<file path="config.mk">
export PLATFORM = sky130hd
export DESIGN_NAME = nwbcf_back
export DESIGN_NICKNAME = d
export VERILOG_FILES = /design/src/rtl/nwbcf_pkg.sv /design/src/rtl/nwbcf_back.sv
export SDC_FILE = /design/constraint.sdc
export NUM_CORES = 1
export LEC_CHECK = 0
export ABC_AREA = 1
export CAP_MARGIN = 20
export CORE_MARGIN = 2
export CORE_UTILIZATION = 53
export CTS_CLUSTER_DIAMETER = 200
export DETAILED_ROUTE_END_ITERATION = 10
export DONT_BUFFER_PORTS = 1
export PLACE_DENSITY = 0.75
export SETUP_SLACK_MARGIN = 0.1
export SYNTH_ARGS = -nofsm -noshare
export SYNTH_HDL_FRONTEND = slang
export SYNTH_SLANG_ARGS = --single-unit
</file>
<file path="constraint.sdc">
create_clock -name clk -period 7.3 [get_ports clk]
set_clock_uncertainty 0.1 [all_clocks]
set_input_delay 0.73 -clock clk [delete_from_list [all_inputs] [get_ports clk]]
set_output_delay 0.73 -clock clk [all_outputs]
set_load 0.1 [all_outputs]
</file>
<file path="src/rtl/nwbcf_pkg.sv">
// Shared types and constants for the crop finder.
package nwbcf_pkg;
  localparam int unsigned MAX_WIDTH_DEF  = 2048;
  localparam int unsigned MAX_HEIGHT_DEF = 2048;
  localparam int unsigned NUM_REGS = 7;

  typedef enum logic [2:0] {
    REG_WIDTH   = 3'd0,
    REG_HEIGHT  = 3'd1,
    REG_THRESH  = 3'd2,
    REG_MIN_W   = 3'd3,
    REG_MAX_W   = 3'd4,
    REG_MIN_H   = 3'd5,
    REG_MAX_H   = 3'd6
  } reg_idx_t;

  typedef enum logic [2:0] {
    ST_OK       = 3'd0,
    ST_ROWS     = 3'd1,
    ST_COLS     = 3'd2,
    ST_DEGEN    = 3'd3,
    ST_NARROW   = 3'd4,
    ST_WIDE     = 3'd5,
    ST_SHORT    = 3'd6,
    ST_TALL     = 3'd7
  } status_t;

  typedef enum logic [1:0] {
    BK_IDLE,
    BK_SCAN,
    BK_DRAIN,
    BK_OUT
  } back_state_t;

  // Row summary handed from the front to the back at frame end.
  typedef struct packed {
    logic        row_seen;
    logic [10:0] top;
    logic [10:0] bottom;
  } frame_info_t;
endpackage

</file>
<file path="src/rtl/nwbcf_back.sv">
// Back end: scans column sums at frame end and forms the result.
module nwbcf_back #(
  parameter int unsigned MAX_WIDTH  = nwbcf_pkg::MAX_WIDTH_DEF,
  parameter int unsigned MAX_HEIGHT = nwbcf_pkg::MAX_HEIGHT_DEF,
  parameter int unsigned CW = $clog2(MAX_WIDTH),
  parameter int unsigned SW = 8 + $clog2(MAX_HEIGHT)
) (
  input  logic                 clk,
  input  logic                 rst,
  input  logic                 done_valid,
  input  nwbcf_pkg::frame_info_t done_info,
  input  logic [CW:0]          width,
  input  logic [$clog2(MAX_HEIGHT):0] height,
  input  logic [7:0]           thresh,
  input  logic [11:0]          min_w, max_w, min_h, max_h,
  output logic                 busy,
  output logic                 scan_active,
  output logic [CW-1:0]        scan_addr,
  input  logic [SW-1:0]        ram_rdata,
  output logic                 res_valid,
  input  logic                 res_stall,
  output logic [2:0]           status,
  output logic [10:0]          top_row, bottom_row, left_col, right_col,
  output logic [11:0]          crop_width, crop_height
);
  import nwbcf_pkg::*;

  back_state_t   state, state_next;
  frame_info_t   info;
  logic [CW:0]   addr;       // next address to read
  logic [CW:0]   chk;        // column whose data arrives this cycle
  logic          chk_v;
  logic          col_seen;
  logic [10:0]   left, right;
  logic [SW+8:0] col_lim;
  logic          col_content;
  logic [11:0]   cw, ch;

  assign busy = (state != BK_IDLE);
  assign scan_active = (state == BK_SCAN) || (state == BK_DRAIN);
  assign scan_addr = addr[CW-1:0];
  assign col_lim = (SW+9)'(thresh) * (SW+9)'(height);
  assign col_content = (SW+9)'(ram_rdata) <= col_lim;
  assign res_valid = (state == BK_OUT);
  assign cw = 12'(right) - 12'(left) + 12'd1;
  assign ch = 12'(info.bottom) - 12'(info.top) + 12'd1;

  always_comb begin
    state_next = state;
    case (state)
      BK_IDLE:  if (done_valid) state_next = BK_SCAN;
      BK_SCAN:  if (addr + 1'b1 >= width) state_next = BK_DRAIN;
      BK_DRAIN: if (!chk_v) state_next = BK_OUT;
      BK_OUT:   if (!res_stall) state_next = BK_IDLE;
      default:  state_next = BK_IDLE;
    endcase
  end

  always_ff @(posedge clk) begin
    if (rst) state <= BK_IDLE;
    else state <= state_next;
  end

  always_ff @(posedge clk) begin
    if (rst) begin
      chk_v <= 1'b0; addr <= '0; col_seen <= 1'b0;
    end else begin
      chk_v <= (state == BK_SCAN);
      chk <= addr;
      if (state == BK_IDLE && done_valid) begin
        info <= done_info; addr <= '0; col_seen <= 1'b0;
        left <= '0; right <= '0;
      end
      if (state == BK_SCAN) addr <= addr + 1'b1;
      if (chk_v && col_content && info.row_seen) begin
        if (!col_seen) left <= 11'(chk);
        right <= 11'(chk);
        col_seen <= 1'b1;
      end
    end
  end

  always_comb begin
    top_row = 11'd0; bottom_row = 11'd0; left_col = 11'd0; right_col = 11'd0;
    crop_width = 12'd0; crop_height = 12'd0;
    if (!info.row_seen) status = ST_ROWS;
    else begin
      top_row = info.top; bottom_row = info.bottom; crop_height = ch;
      if (!col_seen) status = ST_COLS;
      else begin
        left_col = left; right_col = right; crop_width = cw;
        if (right <= left || info.bottom <= info.top) status = ST_DEGEN;
        else if (cw < min_w) status = ST_NARROW;
        else if (cw > max_w) status = ST_WIDE;
        else if (ch < min_h) status = ST_SHORT;
        else if (ch > max_h) status = ST_TALL;
        else status = ST_OK;
      end
    end
  end
endmodule

</file>
==> summary.md <==
| Metric | Value |
|---|---|
| Outcome | finished clean |
| Critical Path RT | approximately 6.5 ns |
| Sw Pwr | approximately 2.0 mW |
| Die Footprint | 0.0208 sq mm |
| Top post-synthesis cells by count | inv_1, nand2_1, ha_1, nor2_1, a21oi_1 |
| Max cap viols | 0 |
| WL/cell | roughly 14 um |
| Least-Margin Pin Slew | ~1.2 ns |
| Cell Area, Synth | about 0.010 sq mm |
| Reg power frac | 0.152 |
| FFs w/ async S/R, synth | 0 |
| DP HPWL | between 20000 and 25000 um |
| Routed vias | approximately 8400 |
| Power per Cell Area | between 300 and 400 mW/mm^2 |
| Tcrit/Tclk final | 0.826 |
| CP arrival | 5.20 ns |
| Drc violations | 0 |
| Vias in the first global route | 8109 |
| Initial antenna violation count | 2 |
| Comb pwr share | 0.723 |
| P_int | 1.65 mW |
| CTS H-tree depth | 3 |
| Final wirelength | around 24000 um |
| F_max | 166 MHz |
| CP Max Fanout | 3 |
| Min Hold Slack | between 0.3 and 0.4 ns |
| Switching part of the total | 0.546 |
| Post-Syn Instances | roughly 1400 |
| Via density | 5.04 |
| Drt pass-1 iters | 6 |
| RePlAce Congestion | about 0.88 |
| Top FF cell, synth | edfxtp_1 |
| Post-DRT Antenna Nets | 0 |
| GRT Total Usage | 0.233 |
| Leakage | between 6 and 7 nW |
| Sequential area share after synthesis | 0.192 |
| Mapped Nets | around 1800 |
| Clock root cell | clkbuf_16 |
| Fin nets | roughly 1800 |
| Startpoint types | flop |
| CP Capture Type | output port |
| Post-Layout Cell Count | about 1700 |
| Largest cells by area after synthesis | ha_1, edfxtp_1, inv_1, fa_1, nand2_1 |
| Min-delay worst type | in -> reg |
| Slew HR | 0.207 |
| Clk buf depth | 2 |
| Post-CTS setup buffer count | 0 |
| Setup Viol. Count Final | 0 |
| First-pass GRT wire length | 38400 um |
| Clock share of power | 0.125 |
| Crit path time final | a little over 6 ns |
| Clock Sinks | 72 |
| Worst Reg-to-Reg Cells | 15 |
| Total gr overflow | 0 |
| Post-synth EDFFs | 56 |
| Largest net degree at the start of global routing | 36 |
| Rows | 51 |
| Synth warn | 0 |
| Leading area contributor after synthesis | ha_1 |
| Slew Limit Fails | 0 |
| Clk pin slew, worst setup/hold paths | 0.06 ns |
| Cts hold-fix bufs | 0 |
| Die height | 144 um |
| Critical setup path kind | reg -> out |
| IO Port Bufs | 0 |
| Distinct cells, synth | 45 |
| Worst-case vdd ir drop | 0.289 mV |
| Post-synth top area share | 0.203 |
| Clk Latency, worst-skew pair | between 0.3 and 0.4 ns |
| Initial Util | 0.538 |
| Final hold vios | 0 |
| # placed instances | 1655 |
| Initial DRC Count | 350 |
| Area growth syn-to-layout | 5.90% |
| Hold Path Depth | 1 |
| Clock buffer count from CTS | 9 |
| Die Width | ~140 um |
| Setup TNS | 0 ns |
| Area of the core | 0.0194 sq mm |
| CTS-repair resized insts | 0 |
| CTS tree | done |
| Share of cells above drive strength 1 | 0.0718 |
| Yosys reg bits | around 70 |
| Num ports | approximately 210 |
| Cell with the most instances after synthesis | inv_1 |
| RSZ-0062 raised after global routing | false |
| Avg Inst Size Synth | roughly 7.3 sq um |
metal layers:
| metal | global-route usage | wire (um) |
|---|---|---|
| met3 | 0.0692 | 1850 |
| met4 | 0.0787 | 635 |
| met2 | 0.406 | 11300 |
| met1 | 0.275 | 10000 |
| met5 | 0 | 16 |
power groups by stage:
stage	clock, mW	combinational, mW	sequential, mW
finish	0.456	2.64	0.554
global route	0.483	3.03	0.561
CTS	0.466	2.66	0.555
detailed placement	0	2.65	0.563
global placement	0	2.58	0.561
floorplan	0	2.19	0.544
final timing paths:
check,from,to,slack [ns]
max reg2reg,addr[3],state[0],3.65
max,left[1],status[1],1.27
min reg2reg,addr[11],addr[11],0.39
min,rst,addr[2],0.35
cell type report:
class | count | area (sq um)
Fill cell | 1813 | 8350
Multi-Input combinational cell | 923 | 6850
Sequential cell | 72 | 2000
Inverter | 386 | 1450
Tap cell | 265 | 332
Clock buffer | 9 | 225
Timing Repair Buffer | 9 | 103
Clock inverter | 7 | 82.6
Antenna cell | 1 | 2.50
worst max-delay path: stages, from the launching register on:
cell and delay (ns):
edfxtp_1 0.37, inv_1 0.11, ha_1 0.31, inv_1 0.05
ha_1 0.23, fa_1 0.42, nand3_1 0.10, nand3_1 0.14
nand4_1 0.11, nand3_1 0.11, nand2_1 0.08, a21oi_1 0.06
nor2_1 0.11, xnor2_1 0.20, inv_1 0.11, ha_1 0.31
nand2_1 0.09, inv_1 0.06, nand3_1 0.09, nor3_1 0.20
nand3_1 0.09, o21ai_0 0.40, nand3_1 0.17, a21oi_2 0.96
cell families after synthesis:
group,after synthesis,synth area share
compound gates,139,0.0727
xor+xnor,35,0.0301
fa+ha+maj,239,0.337
buf+inv,434,0.163
flops,72,0.192
simple gates,510,0.205
stage by stage:
stage	utilization	power (mW)	worst slack [ns]	cell area [sq um]
floorplan	-	2.73	1.19	10400
global placement	0.553	3.14	1.06	10700
detailed placement	0.553	3.21	0.971	10700
CTS	0.569	3.68	1.26	11000
global route	0.569	4.07	0.802	11000
finish	0.569	3.65	1.27	11000
flip-flops by register name (all words and copies together), names as in the netlist:
signal,count
chk_v,1
addr,12
col_seen,1
info,23
chk,11
left,11
state,2
right,11
layout by cell type, fill, tap and decap left out, types with 14 or more instances in the layout:
master and n:
nor2_2 55, a21oi_1 73, xnor2_1 14, edfxtp_1 56
ha_1 169, nand3_1 51, inv_1 383, nor2_1 49
o21ai_0 46, xor2_1 20, dfxtp_1 16, fa_1 70
nand2_1 307, nor3_1 18
No activity file was read; power rests on OpenSTA's default activity.
