--- config.mk ---
export PLATFORM = sky130hd
export DESIGN_NAME = nwbcf_front
export DESIGN_NICKNAME = d
export VERILOG_FILES = /design/src/rtl/nwbcf_pkg.sv /design/src/rtl/nwbcf_front.sv
export SDC_FILE = /design/constraint.sdc
export NUM_CORES = 1
export LEC_CHECK = 0
export BUFFER_PORTS_ARGS = -buffer_cell sky130_fd_sc_hd__buf_2
export CORE_AREA = 3 3 147 149
export DETAILED_ROUTE_END_ITERATION = 10
export DIE_AREA = 0 0 150 152
export HOLD_SLACK_MARGIN = 0.06
export PLACE_DENSITY = 0.81
export SETUP_SLACK_MARGIN = 0.1
export SLEW_MARGIN = 25
export SYNTH_ARGS = -nofsm -noshare
export SYNTH_HDL_FRONTEND = slang
export SYNTH_SLANG_ARGS = --single-unit
--- constraint.sdc ---
create_clock -name clk -period 22.3 [get_ports clk]
set_clock_uncertainty 0.2 [all_clocks]
set_input_delay 4.46 -clock clk [delete_from_list [all_inputs] [get_ports clk]]
set_output_delay 4.46 -clock clk [all_outputs]
set_load 0.01 [all_outputs]
--- src/rtl/nwbcf_pkg.sv ---
// Shared types and constants for the crop finder.
package nwbcf_pkg;
  localparam int unsigned MAX_WIDTH_DEF  = 2048;
  localparam int unsigned MAX_HEIGHT_DEF = 2048;
  localparam int unsigned NUM_REGS = 7;

  typedef enum logic [2:0] {
    REG_WIDTH   = 3'd0,
    REG_HEIGHT  = 3'd1,
    REG_THRESH  = 3'd2,
    REG_MIN_W   = 3'd3,
    REG_MAX_W   = 3'd4,
    REG_MIN_H   = 3'd5,
    REG_MAX_H   = 3'd6
  } reg_idx_t;

  typedef enum logic [2:0] {
    ST_OK       = 3'd0,
    ST_ROWS     = 3'd1,
    ST_COLS     = 3'd2,
    ST_DEGEN    = 3'd3,
    ST_NARROW   = 3'd4,
    ST_WIDE     = 3'd5,
    ST_SHORT    = 3'd6,
    ST_TALL     = 3'd7
  } status_t;

  typedef enum logic [1:0] {
    BK_IDLE,
    BK_SCAN,
    BK_DRAIN,
    BK_OUT
  } back_state_t;

  // Row summary handed from the front to the back at frame end.
  typedef struct packed {
    logic        row_seen;
    logic [10:0] top;
    logic [10:0] bottom;
  } frame_info_t;
endpackage

--- src/rtl/nwbcf_front.sv ---
// Front end: accepts pixels, sums rows, updates column sums in RAM.
module nwbcf_front #(
  parameter int unsigned MAX_WIDTH  = nwbcf_pkg::MAX_WIDTH_DEF,
  parameter int unsigned MAX_HEIGHT = nwbcf_pkg::MAX_HEIGHT_DEF,
  parameter int unsigned CW = $clog2(MAX_WIDTH),
  parameter int unsigned SW = 8 + $clog2(MAX_HEIGHT)
) (
  input  logic                 clk,
  input  logic                 rst,
  input  logic                 pix_valid,
  output logic                 pix_stall,
  input  logic [7:0]           pix,
  input  logic                 restart,
  input  logic [CW:0]          width,
  input  logic [$clog2(MAX_HEIGHT):0] height,
  input  logic [7:0]           thresh,
  // column RAM write side
  output logic                 ram_we,
  output logic [CW-1:0]        ram_waddr,
  output logic [SW-1:0]        ram_wdata,
  output logic [CW-1:0]        ram_raddr,
  input  logic [SW-1:0]        ram_rdata,
  // frame done handoff
  input  logic                 back_busy,
  output logic                 done_valid,
  output nwbcf_pkg::frame_info_t done_info
);
  import nwbcf_pkg::*;
  localparam int unsigned HW = $clog2(MAX_HEIGHT);
  localparam int unsigned RW = 8 + CW;

  logic [CW-1:0] col;
  logic [HW-1:0] row;
  logic [RW-1:0] row_sum;
  logic          row_seen;
  logic [10:0]   top, bottom;
  // pipeline stage for read-modify-write
  logic          p_valid;
  logic [CW-1:0] p_col;
  logic          p_first;
  logic [7:0]    p_pix;
  logic          acc;
  logic          end_row, end_frame;
  logic [RW+8:0] row_lim;
  logic [RW-1:0] row_tot;
  logic          is_content;

  assign pix_stall = back_busy;
  assign acc = pix_valid && !pix_stall;
  assign end_row = ({1'b0, col} + 1'b1) >= width;
  assign end_frame = end_row && (({1'b0, row} + 1'b1) >= height);
  assign row_tot = row_sum + RW'(pix);
  assign row_lim = (RW+9)'(thresh) * (RW+9)'(width);
  assign is_content = (RW+9)'(row_tot) <= row_lim;
  assign ram_raddr = col;

  // forward the just-written value when the same column is read back
  logic [SW-1:0] old;
  logic          fwd;
  logic [SW-1:0] last_wdata;
  assign old = fwd ? last_wdata : ram_rdata;
  assign ram_we = p_valid;
  assign ram_waddr = p_col;
  assign ram_wdata = p_first ? SW'(p_pix) : old + SW'(p_pix);

  always_ff @(posedge clk) begin
    p_col   <= col;
    p_first <= (row == '0);
    p_pix   <= pix;
    // a write lands on the same edge as the read of the same column
    fwd        <= p_valid && (p_col == col);
    last_wdata <= ram_wdata;
    if (rst || restart) begin
      col <= '0; row <= '0; row_sum <= '0; row_seen <= 1'b0;
      top <= '0; bottom <= '0; p_valid <= 1'b0; done_valid <= 1'b0;
    end else begin
      p_valid <= acc;
      done_valid <= 1'b0;
      if (acc) begin
        if (end_row) begin
          col <= '0;
          row_sum <= '0;
          if (end_frame) begin
            row <= '0;
            row_seen <= 1'b0;
            top <= '0; bottom <= '0;
            done_valid <= 1'b1;
            done_info.row_seen <= row_seen || is_content;
            done_info.top <= (!row_seen && is_content) ? 11'(row) : top;
            done_info.bottom <= is_content ? 11'(row) : bottom;
          end else begin
            row <= row + 1'b1;
            if (is_content) begin
              if (!row_seen) top <= 11'(row);
              bottom <= 11'(row);
              row_seen <= 1'b1;
            end
          end
        end else begin
          col <= col + 1'b1;
          row_sum <= row_tot;
        end
      end
    end
  end
endmodule

==> report_table.html <==
<table>
<tr><th>Metric</th><th>Value</th></tr>
<tr><th colspan="2">Finish</th></tr>
<tr><td>Register Area</td><td>2810 um^2</td></tr>
<tr><td>Area of the multi-input gates</td><td>6760 um^2</td></tr>
<tr><td>Most common cell after layout, fill and taps aside</td><td>buf_2</td></tr>
<tr><td>Area growth syn-to-layout</td><td>14.0%</td></tr>
<tr><td>Number of nets at the end of the flow</td><td>around 1400</td></tr>
<tr><td>Ant diodes</td><td>0</td></tr>
<tr><td>Commonest non-fill, non-tap cells in the layout</td><td>buf_2 (130), dfxtp_1 (106), ha_1 (102)</td></tr>
<tr><td>Layout cell share with drive strength beyond 1</td><td>17.2%</td></tr>
<tr><td>Number of fill cells</td><td>1751</td></tr>
<tr><td>Final standard cell utilization of the core</td><td>57.0%</td></tr>
<tr><th colspan="2">Setup path</th></tr>
<tr><td>Critical Path RT</td><td>17.64 ns</td></tr>
<tr><td>Crit path buffers/inverters</td><td>3</td></tr>
<tr><td>Category of cells accounting for the largest share of critical-path delay</td><td>compound AO/OA/AOI/OAI gates</td></tr>
<tr><td>Critical setup path kind</td><td>in -&gt; out</td></tr>
<tr><td>Highest fanout seen on the critical path</td><td>7</td></tr>
<tr><td>CP Launch Type</td><td>primary input</td></tr>
<tr><td>Worst endpoint data arrival time</td><td>7.59 ns</td></tr>
<tr><td>Cell type with the highest occurrence count on the critical path</td><td>buf_2</td></tr>
<tr><td>Cell with the biggest individual delay on the critical path</td><td>a2111oi_0</td></tr>
<tr><td>Maximum cell stage delay along the critical path</td><td>0.59 ns</td></tr>
<tr><td>Cell-by-cell listing of the critical path</td><td>buf_2, mux2i_1, inv_1, ha_1, a21o_1, a21oi_1, o21ai_0, a2111oi_0, o31ai_1, a21boi_0, nor3_1, a211oi_1, buf_2</td></tr>
<tr><td>Endpoint class of the critical path</td><td>primary output</td></tr>
<tr><th colspan="2">Logic synthesis</th></tr>
<tr><td>Cell count after synthesis</td><td>roughly 1100</td></tr>
<tr><td>Library cell occupying the most area in the post-synthesis netlist</td><td>dfxtp_1</td></tr>
<tr><td>Top cells by area in the synthesized netlist</td><td>dfxtp_1 (21%), ha_1 (13%), fa_1 (12%)</td></tr>
<tr><td>Distinct cells, synth</td><td>61</td></tr>
<tr><td>Portion of synthesized cell area occupied by the leading cell type</td><td>20.9%</td></tr>
<tr><td>Sequential element share of the synthesized area</td><td>27.7%</td></tr>
<tr><td>Flip-flop and latch count after synthesis</td><td>129</td></tr>
<tr><td>Syn nets</td><td>1326</td></tr>
<tr><td>Async set-or-reset flop fraction in the synthesized netlist</td><td>0%</td></tr>
<tr><td>Most instantiated flip-flop cell in the synthesis netlist</td><td>dfxtp_1</td></tr>
<tr><td>Number of enable-type register cells in the synthesized netlist</td><td>23</td></tr>
<tr><td>Cell Area, Synth</td><td>10100 um^2</td></tr>
<tr><td>Yosys warning total</td><td>0</td></tr>
<tr><td>Post-synthesis average cell area</td><td>around 9.2 um^2</td></tr>
<tr><th colspan="2">Route</th></tr>
<tr><td>Post-detailed-route DRC marker count</td><td>0</td></tr>
<tr><td>Count of routing violations after the opening detailed-route iteration</td><td>between 500 and 600</td></tr>
<tr><td>Remaining antenna violation count</td><td>0</td></tr>
<tr><td>1st-pass router iterations</td><td>5</td></tr>
<tr><td>Average vias per placed instance</td><td>5.46</td></tr>
<tr><td>Avg WL per Cell</td><td>15.7 um</td></tr>
<tr><td>Final wirelength</td><td>23400 um</td></tr>
<tr><td>Total via count after detailed routing</td><td>about 8100</td></tr>
<tr><th colspan="2">Global routing</th></tr>
<tr><td>Number of antenna violations at the first check in global routing</td><td>0</td></tr>
<tr><td>Via count of the first global-routing pass</td><td>8142</td></tr>
<tr><td>Pin count of the biggest net entering global routing</td><td>46</td></tr>
<tr><td>All-layer global routing usage</td><td>21.1%</td></tr>
<tr><td>Global-route wire length before repair</td><td>39900 um</td></tr>
<tr><td>Congestion Overflow GR</td><td>0</td></tr>
<tr><th colspan="2">Power and ir drop</th></tr>
<tr><td>Maximum vdd drop</td><td>0.0564 mV</td></tr>
<tr><td>PwrDens</td><td>between 70 and 80 nW/um^2</td></tr>
<tr><td>Static leakage</td><td>5.46 nW</td></tr>
<tr><th colspan="2">Clock network</th></tr>
<tr><td>Maximum root-to-sink buffer count</td><td>2</td></tr>
<tr><td>Register clock-pin slew on the reported worst setup and hold paths</td><td>0.06 ns</td></tr>
<tr><td>CTS sink count</td><td>129</td></tr>
<tr><td>Setup Buffers After CTS</td><td>0</td></tr>
<tr><td>CTS root buf</td><td>clkbuf_16</td></tr>
<tr><td>H-tree levels</td><td>4</td></tr>
<tr><td>Number of buffers inserted during clock tree synthesis</td><td>17</td></tr>
<tr><td>CTS Hold Bufs</td><td>0</td></tr>
<tr><td>Cts repair resizes</td><td>0</td></tr>
<tr><td>CTS tree</td><td>built</td></tr>
<tr><td>Insertion delay to the later sink of the worst-skew pair</td><td>between 0.4 and 0.5 ns</td></tr>
<tr><th colspan="2">Floorplan</th></tr>
<tr><td>Die Y-Extent</td><td>152 um</td></tr>
<tr><td>Die Area</td><td>roughly 23000 um^2</td></tr>
<tr><td>Initial Utilization</td><td>50.0%</td></tr>
<tr><td>Rows</td><td>52</td></tr>
<tr><td>Boundary pin count</td><td>131</td></tr>
<tr><td>Area inside the core boundary</td><td>20300 um^2</td></tr>
<tr><td>Die span in x</td><td>150 um</td></tr>
<tr><th colspan="2">Run</th></tr>
<tr><td>Count of maximum capacitance violations</td><td>0</td></tr>
<tr><th colspan="2">Status</th></tr>
<tr><td>Result of the run</td><td>complete, no violations</td></tr>
<tr><th colspan="2">Placed design</th></tr>
<tr><td>Number of I/O port buffers</td><td>130</td></tr>
<tr><td>Global placer's final weighted congestion</td><td>0.894</td></tr>
<tr><td>Half-perimeter wire length after detailed placement</td><td>about 18000 um</td></tr>
<tr><th colspan="2">Hold path</th></tr>
<tr><td>Path class of the lowest-slack min-delay path</td><td>reg -&gt; reg</td></tr>
<tr><th colspan="2">STA</th></tr>
<tr><td>Final setup violation count</td><td>0</td></tr>
<tr><td>Setup repair after global routing missed its margin</td><td>no</td></tr>
<tr><td>Final period util</td><td>54.9%</td></tr>
<tr><td>Worst-Margin Slew</td><td>0.964 ns</td></tr>
<tr><td>Worst relative slew slack</td><td>35.2%</td></tr>
<tr><td>Shortest clock period the worst path allows after layout</td><td>about 12 ns</td></tr>
<tr><td>Highest clock rate</td><td>81.7 MHz</td></tr>
<tr><td>Endpoints failing hold</td><td>0</td></tr>
<tr><td>Count of pins over their slew limit</td><td>0</td></tr>
<tr><td>Aggregate negative setup slack</td><td>0 ns</td></tr>
</table>
worst register-to-register path, cell delays in order, from the launching register on:
cell and delay, ns:
dfxtp_1 0.31, ha_1 0.20, fa_1 0.41, a21o_1 0.17, a21oi_1 0.23, o21bai_1 0.10, a21oi_1 0.22, o21ai_0 0.12
buf_4 0.19, nand3_1 0.12, xnor2_1 0.08, ha_1 0.30, nand4_1 0.12, nor2_1 0.20, a21oi_1 0.12, a211oi_1 0.69
nand2_1 0.57, o22ai_1 0.91, a22o_1 0.26
worst paths after layout:
kind                       end  cells after the start  slack (ns)         start
setup reg to reg     bottom[3]                     18       16.72    row_sum[0]
setup / recovery  ram_wdata[9]                     13       10.05  ram_rdata[1]
hold reg to reg   ram_waddr[1]                      0        0.25  ram_raddr[1]
hold / removal    ram_waddr[1]                      0        0.25  ram_raddr[1]
metrics by stage:
step / cell area (um^2) / instances / worst slack [ns] / hold slack, ns / power, mW
finish: 11600 / 1487 / 10.05 / 0.248 / 0.858
global route: 11600 / 1487 / 9.67 / 0.274 / 0.926
CTS: 11600 / 1487 / 10.10 / 0.253 / 0.861
detailed placement: 11000 / 1455 / 10.07 / 0.238 / 0.585
global placement: 11000 / 1455 / 9.98 / 0.237 / 0.576
floorplan: 10100 / 1098 / 10.79 / 0.236 / 0.509
power by group:
group          internal (mW)  switching, mW
logic                  0.147          0.198
registers              0.238        0.00118
clock network          0.159          0.115
total                  0.544          0.315
synthesized netlist by cell type (24+ instances only):
master,n
ha_1,102
mux2_2,32
a21oi_1,69
o21ai_0,50
and3_1,24
xor2_1,36
nor2_1,50
and2_1,86
fa_1,62
dfxtp_1,106
clkbuf_1,37
inv_1,100
xnor2_1,41
nand2_1,68
logic make-up after synthesis:
family                   share of synthesized area (%)
adder cells (fa/ha/maj)                           24.8
AND/OR/NAND/NOR                                   17.4
XOR/XNOR                                          6.65
multiplexers                                      4.44
buffers and inverters                             5.64
AO/OA/AOI/OAI                                     13.3
flip-flops                                        27.7
final cells by class:
| cell class | instances | area share, % |
|---|---|---|
| Multi-Input combinational cell | 821 | 58.5 |
| Sequential cell | 129 | 24.3 |
| Timing Repair Buffer | 135 | 5.95 |
| Clock buffer | 17 | 3.68 |
| Inverter | 100 | 3.25 |
| Tap cell | 270 | 2.92 |
| Clock inverter | 15 | 1.39 |
flip-flops by register name (all words and copies together), names as in the netlist:
name	cells
last_wdata	19
ram_we	1
p_pix	8
done_info	23
bottom	11
top	11
row_sum	19
done_valid	1
ram_waddr	11
fwd	1
row	11
ram_raddr	11
p_first	1
row_seen	1
per-layer routing:
layer	wire length (um)	GRT usage, %	vias to the layer above
met5	0	0	-
met4	269	4.84	0
met3	1020	3.04	23
met2	11900	36.1	195
met1	10200	28.1	3909
li1	-	-	3995
No activity file was read; power rests on OpenSTA's default activity.
