`src/rtl/nwbcf_ram.sv`:
```
// Generic single-port-write, single-port-read RAM with registered read.
module nwbcf_ram #(
  parameter int unsigned WIDTH = 8,
  parameter int unsigned DEPTH = 16
) (
  input  logic                     clk,
  input  logic                     we,
  input  logic [$clog2(DEPTH)-1:0] waddr,
  input  logic [WIDTH-1:0]         wdata,
  input  logic [$clog2(DEPTH)-1:0] raddr,
  output logic [WIDTH-1:0]         rdata
);
  logic [WIDTH-1:0] mem [DEPTH];

  always_ff @(posedge clk) begin
    if (we) mem[waddr] <= wdata;
    rdata <= mem[raddr];
  end
endmodule

```
`config.mk`:
```
export PLATFORM = sky130hd
export DESIGN_NAME = nwbcf_ram
export DESIGN_NICKNAME = d
export VERILOG_FILES = /design/src/rtl/nwbcf_ram.sv
export SDC_FILE = /design/constraint.sdc
export NUM_CORES = 1
export LEC_CHECK = 0
export BUFFER_PORTS_ARGS = -buffer_cell sky130_fd_sc_hd__buf_2
export CAP_MARGIN = 40
export CORE_UTILIZATION = 63
export CTS_BUF_LIST = sky130_fd_sc_hd__clkbuf_4
export CTS_CLUSTER_DIAMETER = 60
export DETAILED_ROUTE_END_ITERATION = 7
export PLACE_DENSITY = 0.84
export RECOVER_POWER = 50
export SYNTH_ARGS = -nofsm -noshare
export SYNTH_HDL_FRONTEND = slang
export SYNTH_SLANG_ARGS = --single-unit
```
`constraint.sdc`:
```
create_clock -name clk -period 2.1 [get_ports clk]
set_input_delay 0.21 -clock clk [delete_from_list [all_inputs] [get_ports clk]]
set_output_delay 0.21 -clock clk [all_outputs]
set_load 0.01 [all_outputs]
```
==> impl_metrics.json, run 1 <==
{
  "dp_hpwl_um": 5860,
  "critical_path_peak_fanout": 1,
  "insertion_delay_ps": 520,
  "tns_ps": 0,
  "crit_start": "mem[3][6]$_DFFE_PP_",
  "syn_area_um2": 5150,
  "max_freq_ghz": 0.721,
  "hold_path.class": "in -> reg",
  "ant_nets": 0,
  "fin_crit_ps": 1390,
  "num_rows": 32,
  "grt_first_pass_wirelength_um": 13800,
  "ys_ff_latch": 136,
  "drt_wl_total_um": 9070,
  "synth_nets": 247,
  "drc": 0,
  "cp.arrival_ps": 1790,
  "clkTransAtPathRegs_ps": 110,
  "die_h_um": 92.4,
  "ys_warn_count": 0,
  "p_per_area_nw_per_um2": 860,
  "final_cells": 397,
  "hold_viol_final": 0,
  "postCtsResizedCells": 0,
  "syn_to_final_growth_pct": 11.4,
  "fp.dieArea_um2": 8540,
  "port_buffers": 25,
  "critPathBufInv": 0,
  "layout_commonest_cell": "edfxtp_1",
  "cts_made_buffers": 17,
  "end_kind": "flop",
  "diodes": 0,
  "drv_cap": 0,
  "routed_via_density": 6.18,
  "slowest_delay_ps": 470,
  "outcome": "complete, no violations",
  "clock_path_buffers": 2,
  "critPathKind": "reg -> reg",
  "grt-ovfl-total": 0,
  "grtUsageTotal_pct": 24.2,
  "dp.cells": 365,
  "ir_worst_vdd_mv": 0.533,
  "antenna_found_initial": 0,
  "setup_viol": 0,
  "drt_first_pass_iters": 4,
  "slew_headroom_pct": 50.9,
  "initial_core_util_pct": 65.9,
  "cts_tree": "built",
  "leakage_nw": 1.91,
  "coreArea_um2": 7810,
  "post_cts_buffers": 0,
  "layout_setup_ws_ps": 713,
  "nets": 300,
  "skew_ps": 12.3,
  "worstHoldStart": "wdata[5]",
  "drive_gt1_share_pct": 27.8,
  "rsz0062_at_grt": "no",
  "drtIter0Drc": 273,
  "maxSlewViolCount": 0,
  "fillers": 464,
  "ys_seq_area_share_pct": 77.8,
  "r2r-start": "mem[3][6]$_DFFE_PP_",
  "clock_sinks": 136,
  "h-tree-depth": 4,
  "routabilityCongestion": 0.831,
  "utilization_pct": 73.4,
  "ys_types": 19,
  "worstMarginPinSlew_ps": 735,
  "regArea_um2": 4000,
  "required_ps": 2500,
  "cp-start-kind": "flop",
  "finalPower_mw": 4.93,
  "multi_input_area_um2": 1060,
  "layout_common_cells": "edfxtp_1 (128), clkbuf_4 (19), mux4_2 (18)",
  "synth_area_per_cell_um2": 22.5,
  "wire_per_inst_um": 22.8,
  "syn_inst": 229,
  "cp_cell_sequence": "mux4_2 -> a22oi_1 -> nand2_1",
  "ios": 26,
  "slowest_stage": "mux4_2",
  "path_delay_family": "multiplexers",
  "dr_total_vias": 2455,
  "dp_worst_setup_slack_ps": 425,
  "fin_crit_sh_pct": 66.0,
  "grt_pass1_vias": 2520,
  "cts_hold_buf": 0,
  "clockRootBuffer": "clkbuf_4",
  "die-width_um": 92.4,
  "grt_max_degree": 33
}
registers in the layout, summed over array words and instances, names as in the netlist:
register and cells:
mem 128, rdata 8
worst reg2reg max path, cell delays in order (launching register included):
cell	delay, ps
edfxtp_1	390
mux4_2	470
a22oi_1	320
nand2_1	90
cell usage after synthesis:
master           number  share of area [%]
nand3b_1              2               0.29
nor3_1                4               0.39
nand3_1               1              0.097
buf_4                 1               0.15
nand2b_1              2               0.24
a22oi_1              16                2.3
dfxtp_1               8                3.1
buf_6                 3               0.66
or3b_2                1               0.17
and2b_1               1               0.15
nand2_1               9               0.66
buf_2                 3               0.29
edfxtp_1            128                 75
nor2_1               13               0.95
clkdlybuf4s25_2       3               0.58
mux4_2               18                7.9
nor2b_1               1               0.12
mux4_1               14                7.1
and2_1                1               0.12
path summary, 6_finish.rpt:
kind | endpoint | slack (ps) | cells after the start
worst max-delay path | rdata[6]$_DFF_P_ | 710 | 3
worst min-delay path | mem[6][5]$_DFFE_PP_ | 190 | 1
worst max register to register | rdata[6]$_DFF_P_ | 710 | 3
worst min register to register | rdata[1]$_DFF_P_ | 680 | 3
final cells by class:
| class | instances | share of cell area [%] |
|---|---|---|
| Sequential cell | 136 | 69.9 |
| Multi-Input combinational cell | 83 | 18.4 |
| Tap cell | 102 | 2.23 |
| Timing Repair Buffer | 44 | 4.72 |
| Clock inverter | 13 | 2.27 |
| Clock buffer | 19 | 2.49 |
routing by layer:
layer	track usage, %	vias up	routed length, um
met5	0	-	0
met4	12.1	0	207
met3	7.39	14	658
met2	36.3	115	4520
met1	32.8	1244	3680
li1	-	1082	-
per-stage QoR:
step | cell area [um2] | hold WS (ps)
5_1_grt | 5730 | 179
4_1_cts | 5750 | 7.78
6_report | 5730 | 186
2_1_floorplan | 5150 | 309
3_3_place_gp | 5480 | 584
3_5_place_dp | 5480 | 602
kinds of logic after synthesis:
logic type,Yosys count,share of synthesized area (%)
compound gates,16,2.33
flops,136,77.8
buf+inv,10,1.68
simple gates,35,3.18
mux,32,15.0
where the power goes:
part	leakage, nW	switching (mW)	internal, mW
registers	1.22	0.0191	3.03
clock network	0.138	0.881	0.721
logic	0.543	0.157	0.118
No activity file was read; power rests on OpenSTA's default activity.
==> run 2, diff against run 1 <==
- ABC_AREA: default -> 1
- CORE_UTILIZATION: 63 -> 57
- PLACE_DENSITY: 0.84 -> 0.8
- clock period: 2.1 -> 1.1 ns (I/O delays scaled with it)
==> run 2 against run 1 <==
Combinational power increased to 2.9 times the previous value. First-iteration DRC count is 47% higher. Hold slack worse by 140 ps. Utilization fell by 6.3 points. Total power grew 110%. Sequential power grew 91%. Register-to-register slack got worse by 620 ps. The run now ends with negative setup slack left. Count of clock-buffer cells in the layout unchanged. Worst setup slack worse by 720 ps. Critical path type is now reg -> out. Sequential cell count did not move. Clock power rose by 130%.
==> impl_metrics.json, run 2 <==
{
  "outcome": "finished with violations",
  "violations": "negative setup slack",
  "cp.arrival_ps": 990,
  "syn_inst": 551,
  "ios": 26,
  "synth_ff_type": "edfxtp_1",
  "required_ps": 990,
  "diodes": 0,
  "layout_common_cells": "nand2_1 (173), edfxtp_1 (128), inv_1 (100)",
  "insertion_delay_ps": 510,
  "r2r-start": "mem[3][2]$_DFFE_PP_",
  "pwr-share-seq_pct": 56.9,
  "synth_area_per_cell_um2": 10.5,
  "fin_crit_sh_pct": 100,
  "regMostFlops": "mem",
  "worstMarginPinSlew_ps": 776,
  "whs_path_depth": 4,
  "dp_hpwl_um": 7890,
  "synth_nets": 569,
  "ys_seq_area_share_pct": 69.4,
  "critical_path_peak_fanout": 1,
  "p_int_mw": 7.92,
  "worstHoldStart": "raddr[3]",
  "num_rows": 36,
  "p_sw_mw": 2.34,
  "critPathBufInv": 1,
  "ys_ff_latch": 136,
  "drt_first_pass_iters": 6,
  "grt-ovfl-total": 0,
  "fp.dieArea_um2": 10500,
  "ant_nets": 0,
  "grt_max_degree": 35,
  "drtIter0Drc": 400,
  "syn_to_final_growth_pct": 13.8,
  "ir_worst_vdd_mv": 0.994,
  "fillers": 688,
  "path_delay_family": "flip-flops",
  "critPathKind": "reg -> out",
  "drc": 0,
  "routabilityCongestion": 0.920,
  "grt_pass1_vias": 3867,
  "utilization_pct": 67.1,
  "synthTopCellsByCount": "nand2_1 (173), edfxtp_1 (128), inv_1 (100)",
  "slowest_delay_ps": 380,
  "p_sw_share_pct": 22.8,
  "reg_top3": "mem x128, rdata x8",
  "clock_path_buffers": 2,
  "finalPower_mw": 10.3,
  "yosysMostFrequentCell": "nand2_1",
  "skew_ps": 14.2,
  "max_freq_ghz": 0.907,
  "initial_core_util_pct": 59.0,
  "hold_path.class": "in -> reg",
  "maxSlewViolCount": 0,
  "synth_edf_count": 128,
  "min_to": "rdata[2]$_DFF_P_",
  "fin_crit_ps": 1100,
  "synth_area_leaders": "edfxtp_1 (67%), nand2_1 (11%), nand3_1 (8.4%)",
  "layout_commonest_cell": "nand2_1",
  "synthArstFlopShare_pct": 0,
  "wire_per_inst_um": 16.5,
  "layout_setup_ws_ps": -1.99,
  "coreArea_um2": 9770,
  "combPwrFrac_pct": 7.7,
  "clkPwrFrac_pct": 35.4,
  "cp_cell_sequence": "buf_6",
  "grtUsageTotal_pct": 26.3,
  "end_kind": "output pin",
  "slowest_stage": "dfxtp_2",
  "clock_sinks": 136,
  "clkTransAtPathRegs_ps": 110,
  "synth_top_area_share_pct": 66.7,
  "rsz0062_at_grt": "yes",
  "port_buffers": 25,
  "routed_via_density": 5.31,
  "r2r_slack_ps": 90,
  "setup_viol": 1,
  "cts_tree": "built",
  "leakage_nw": 2.82,
  "tns_ps": -1.99,
  "die-width_um": 103,
  "multi_input_area_um2": 1210,
  "regArea_um2": 4010,
  "syn_area_um2": 5770,
  "cts_made_buffers": 17,
  "nets": 627,
  "synth_top_area_cell": "edfxtp_1",
  "drv_cap": 0,
  "hold_viol_final": 0,
  "worst-path-stages": 1,
  "ys_types": 12,
  "die_h_um": 103,
  "largest_reg_flops": 128,
  "worst_r2r_endpoint": "rdata[2]$_DFF_P_",
  "p_per_area_nw_per_um2": 1560,
  "reg2regPathDepth": 6,
  "antenna_found_initial": 0,
  "h-tree-depth": 4,
  "drive_gt1_share_pct": 11.7,
  "slew_headroom_pct": 48.3,
  "dr_total_vias": 4011,
  "cp-start-kind": "flop",
  "clockRootBuffer": "clkbuf_4",
  "drt_wl_total_um": 12500,
  "ys_warn_count": 0,
  "design_area_um2": 6560,
  "post_dp_cell_area_um2": 6180,
  "hold_ws_ps": 48.4,
  "grt_first_pass_wirelength_um": 19500
}
==> run 2: cell count changes after synthesis, sizes merged, moves of 2 or more <==
cell	delta
nand2b	-2
inv	+102
buf	+17
nor2	+4
nor3	-4
a22oi	-16
mux4	-32
clkdlybuf4s25	-3
nand3	+96
nand2	+164
==> run 2: metrics by stage <==
step / cells / worst slack [ps]
after floorplan: 551 / 39.2
after global placement: 715 / -80.5
after detailed placement: 715 / -106
after CTS: 754 / -28.1
after global routing: 755 / -43.7
final: 755 / -1.99
==> run 2: worst max path at each step <==
stage / startpoint / endpoint / slack [ps]
final: rdata[4]$_DFF_P_ / rdata[4] / -2
after floorplan: waddr[3] / mem[4][0]$_DFFE_PP_ / 40
after global routing: rdata[4]$_DFF_P_ / rdata[4] / -40
after detailed placement: raddr[0] / rdata[5]$_DFF_P_ / -110
after global placement: raddr[0] / rdata[4]$_DFF_P_ / -80
after CTS: rdata[4]$_DFF_P_ / rdata[4] / -30
==> run 2: cell type report <==
class,instances,area share [%]
sequential,136,61.2
multi-input combinational,289,18.5
timing repair buffer,63,7.07
inverter,102,5.84
clock inverter,13,2.73
tap,133,2.54
clock buffer,19,2.17
==> run 2: cells by family after synthesis <==
group,synth area share [%]
AND/OR/NAND/NOR,21.0
buffers and inverters,9.52
flip-flops,69.4
==> run 2: layer usage <==
layer | wire (um) | vias to the layer above | track usage (%)
li1 | - | 1896 | -
met1 | 5000 | 1870 | 35.3
met2 | 6060 | 211 | 40.8
met3 | 987 | 34 | 4.95
met4 | 409 | 0 | 15.1
met5 | 0 | - | 0
==> run 2: worst min-delay path, stage by stage <==
cell and delay, ps:
buf_2 120, buf_4 170, nand3_1 80, nand2_1 50
==> run 2: timing repair <==
| action | CTS | global route |
|---|---|---|
| endpoints found under the setup margin | 6 | 8 |
| buffers inserted | 0 | 0 |
| resized for setup | 10 | 4 |
| pin swaps | 0 | 0 |
| hold endpoints to repair | 88 | 6 |
| hold buffers | 7 | 1 |
==> run 2: power groups by stage <==
stage / Combinational [mW] / Clock [mW] / Sequential [mW]
global route: 0.864 / 3.86 / 5.85
detailed placement: 0.736 / 0 / 5.94
floorplan: 0.409 / 0 / 5.95
finish: 0.788 / 3.63 / 5.84
CTS: 0.784 / 3.64 / 5.83
global placement: 0.717 / 0 / 5.94
==> run 3, diff against run 2 <==
- CORE_UTILIZATION: 57 -> 63
- PLACE_DENSITY: 0.8 -> 0.83
- clock period: 1.1 -> 1.04 ns (I/O delays scaled with it)
==> run 3 against run 2 <==
The run still ends with negative setup slack left. Sequential share of layout area fell by 0.096 points. Hold slack got worse by 28 ps. Global-route usage rose by 2.0 points.
==> impl_metrics.json, run 3 (synthesis gave the netlist of run 2 again) <==
{
  "drc": 0,
  "layout_common_cells": "nand2_1 (173), edfxtp_1 (128), inv_1 (100)",
  "fillers": 576,
  "antenna_found_initial": 0,
  "setup_viol": 8,
  "syn_to_final_growth_pct": 13.9,
  "tns_ps": -286,
  "diodes": 0,
  "fin_crit_sh_pct": 106,
  "drive_gt1_share_pct": 13.5,
  "grt_max_degree": 33,
  "leakage_nw": 2.83,
  "coreArea_um2": 8810,
  "violations": "negative setup slack",
  "p_per_area_nw_per_um2": 1580,
  "slew_headroom_pct": 61.4,
  "ios": 26,
  "drt_first_pass_iters": 5,
  "critical_path_peak_fanout": 1,
  "grt_pass1_vias": 3882,
  "dp_hpwl_um": 7760,
  "grtUsageTotal_pct": 28.3,
  "end_kind": "output pin",
  "slowest_stage": "dfxtp_2",
  "drt_wl_total_um": 12400,
  "fin_crit_ps": 1100,
  "critPathBufInv": 1,
  "clock_sinks": 136,
  "clock_path_buffers": 2,
  "fp.dieArea_um2": 9540,
  "hold_viol_final": 0,
  "regMostFlops": "mem",
  "cp.arrival_ps": 1000,
  "clockRootBuffer": "clkbuf_4",
  "cts_made_buffers": 17,
  "grt_first_pass_wirelength_um": 19700,
  "skew_ps": 25.4,
  "ir_worst_vdd_mv": 1.11,
  "top_layer": "met4",
  "wire_per_inst_um": 16.9,
  "num_rows": 34,
  "port_buffers": 25,
  "outcome": "finished with violations",
  "met1_length_um": 4670,
  "initial_core_util_pct": 65.5,
  "reg_top3": "mem x128, rdata x8",
  "rsz0062_at_grt": "yes",
  "ant_nets": 0,
  "cp-start-kind": "flop",
  "grt-ovfl-total": 0,
  "max_freq_ghz": 0.908,
  "clkTransAtPathRegs_ps": 130,
  "path_delay_family": "flip-flops",
  "layout_setup_ws_ps": -61.9,
  "wl_met3_um": 1030,
  "insertion_delay_ps": 530,
  "route.met2.wl_um": 6270,
  "hold_path.class": "in -> reg",
  "cts_tree": "built",
  "layout_commonest_cell": "nand2_1",
  "critPathKind": "reg -> out",
  "dp_worst_setup_slack_ps": -174,
  "slowest_delay_ps": 370,
  "dr_total_vias": 4009,
  "drtIter0Drc": 300,
  "worstMarginPinSlew_ps": 579,
  "maxSlewViolCount": 0,
  "die-width_um": 97.7,
  "required_ps": 940,
  "routabilityCongestion": 0.928,
  "largest_reg_flops": 128,
  "utilization_pct": 74.6,
  "h-tree-depth": 4,
  "cp_cell_sequence": "buf_6",
  "die_h_um": 97.7,
  "routed_via_density": 5.49,
  "drv_cap": 0,
  "nets": 627
}
[run 3: cell type report]
class	instances	area, um2	area share (%)
inverters	102	383	5.83
clock buffers	17	128	1.94
multi-input cells	289	1280	19.5
clock inverters	15	153	2.32
flip-flops and latches	136	4010	61.1
repair buffers	63	475	7.24
well taps	108	135	2.06
[run 3: routing by layer]
layer	GRT usage (%)	vias to the layer above
met2	46.4	195
met1	36.2	1885
li1	-	1896
met3	6.47	33
met5	0	-
met4	13.2	0
[run 3: report_power, final]
| group | switching [mW] | total (mW) | internal, mW |
|---|---|---|---|
| Combinational | 0.559 | 0.868 | 0.309 |
| Clock | 1.91 | 3.34 | 1.43 |
| Sequential | 0.0438 | 6.17 | 6.12 |
[run 3: path summary, 6_finish.rpt]
check | startpoint | end | slack [ps] | depth (start not counted)
hold reg to reg | mem[10][3]$_DFFE_PP_ | rdata[3]$_DFF_P_ | 700 | 6
setup / recovery | rdata[2]$_DFF_P_ | rdata[2] | -60 | 1
hold / removal | raddr[3] | rdata[4]$_DFF_P_ | 20 | 4
setup reg to reg | mem[5][5]$_DFFE_PP_ | rdata[5]$_DFF_P_ | 50 | 6
[run 3: repair_timing]
| item | CTS | global route |
|---|---|---|
| cloned | 0 | 0 |
| buffers inserted | 0 | 0 |
| gates resized for setup | 8 | 16 |
| hold buffers | 8 | 0 |
| endpoints found under the setup margin | 8 | 13 |
| pin swaps | 0 | 2 |
| endpoints found under the hold margin | 112 | 0 |
[run 3: metrics by stage]
step | total power [mW] | area [um2] | hold WS, ps | instances
6_report | 10.4 | 6570 | 20.3 | 730
5_1_grt | 10.7 | 6570 | 0.875 | 730
4_1_cts | 10.4 | 6560 | 2.28 | 730
3_5_place_dp | 7.07 | 6170 | 499 | 690
3_3_place_gp | 7.05 | 6170 | 505 | 690
2_1_floorplan | 6.72 | 5770 | 203 | 551
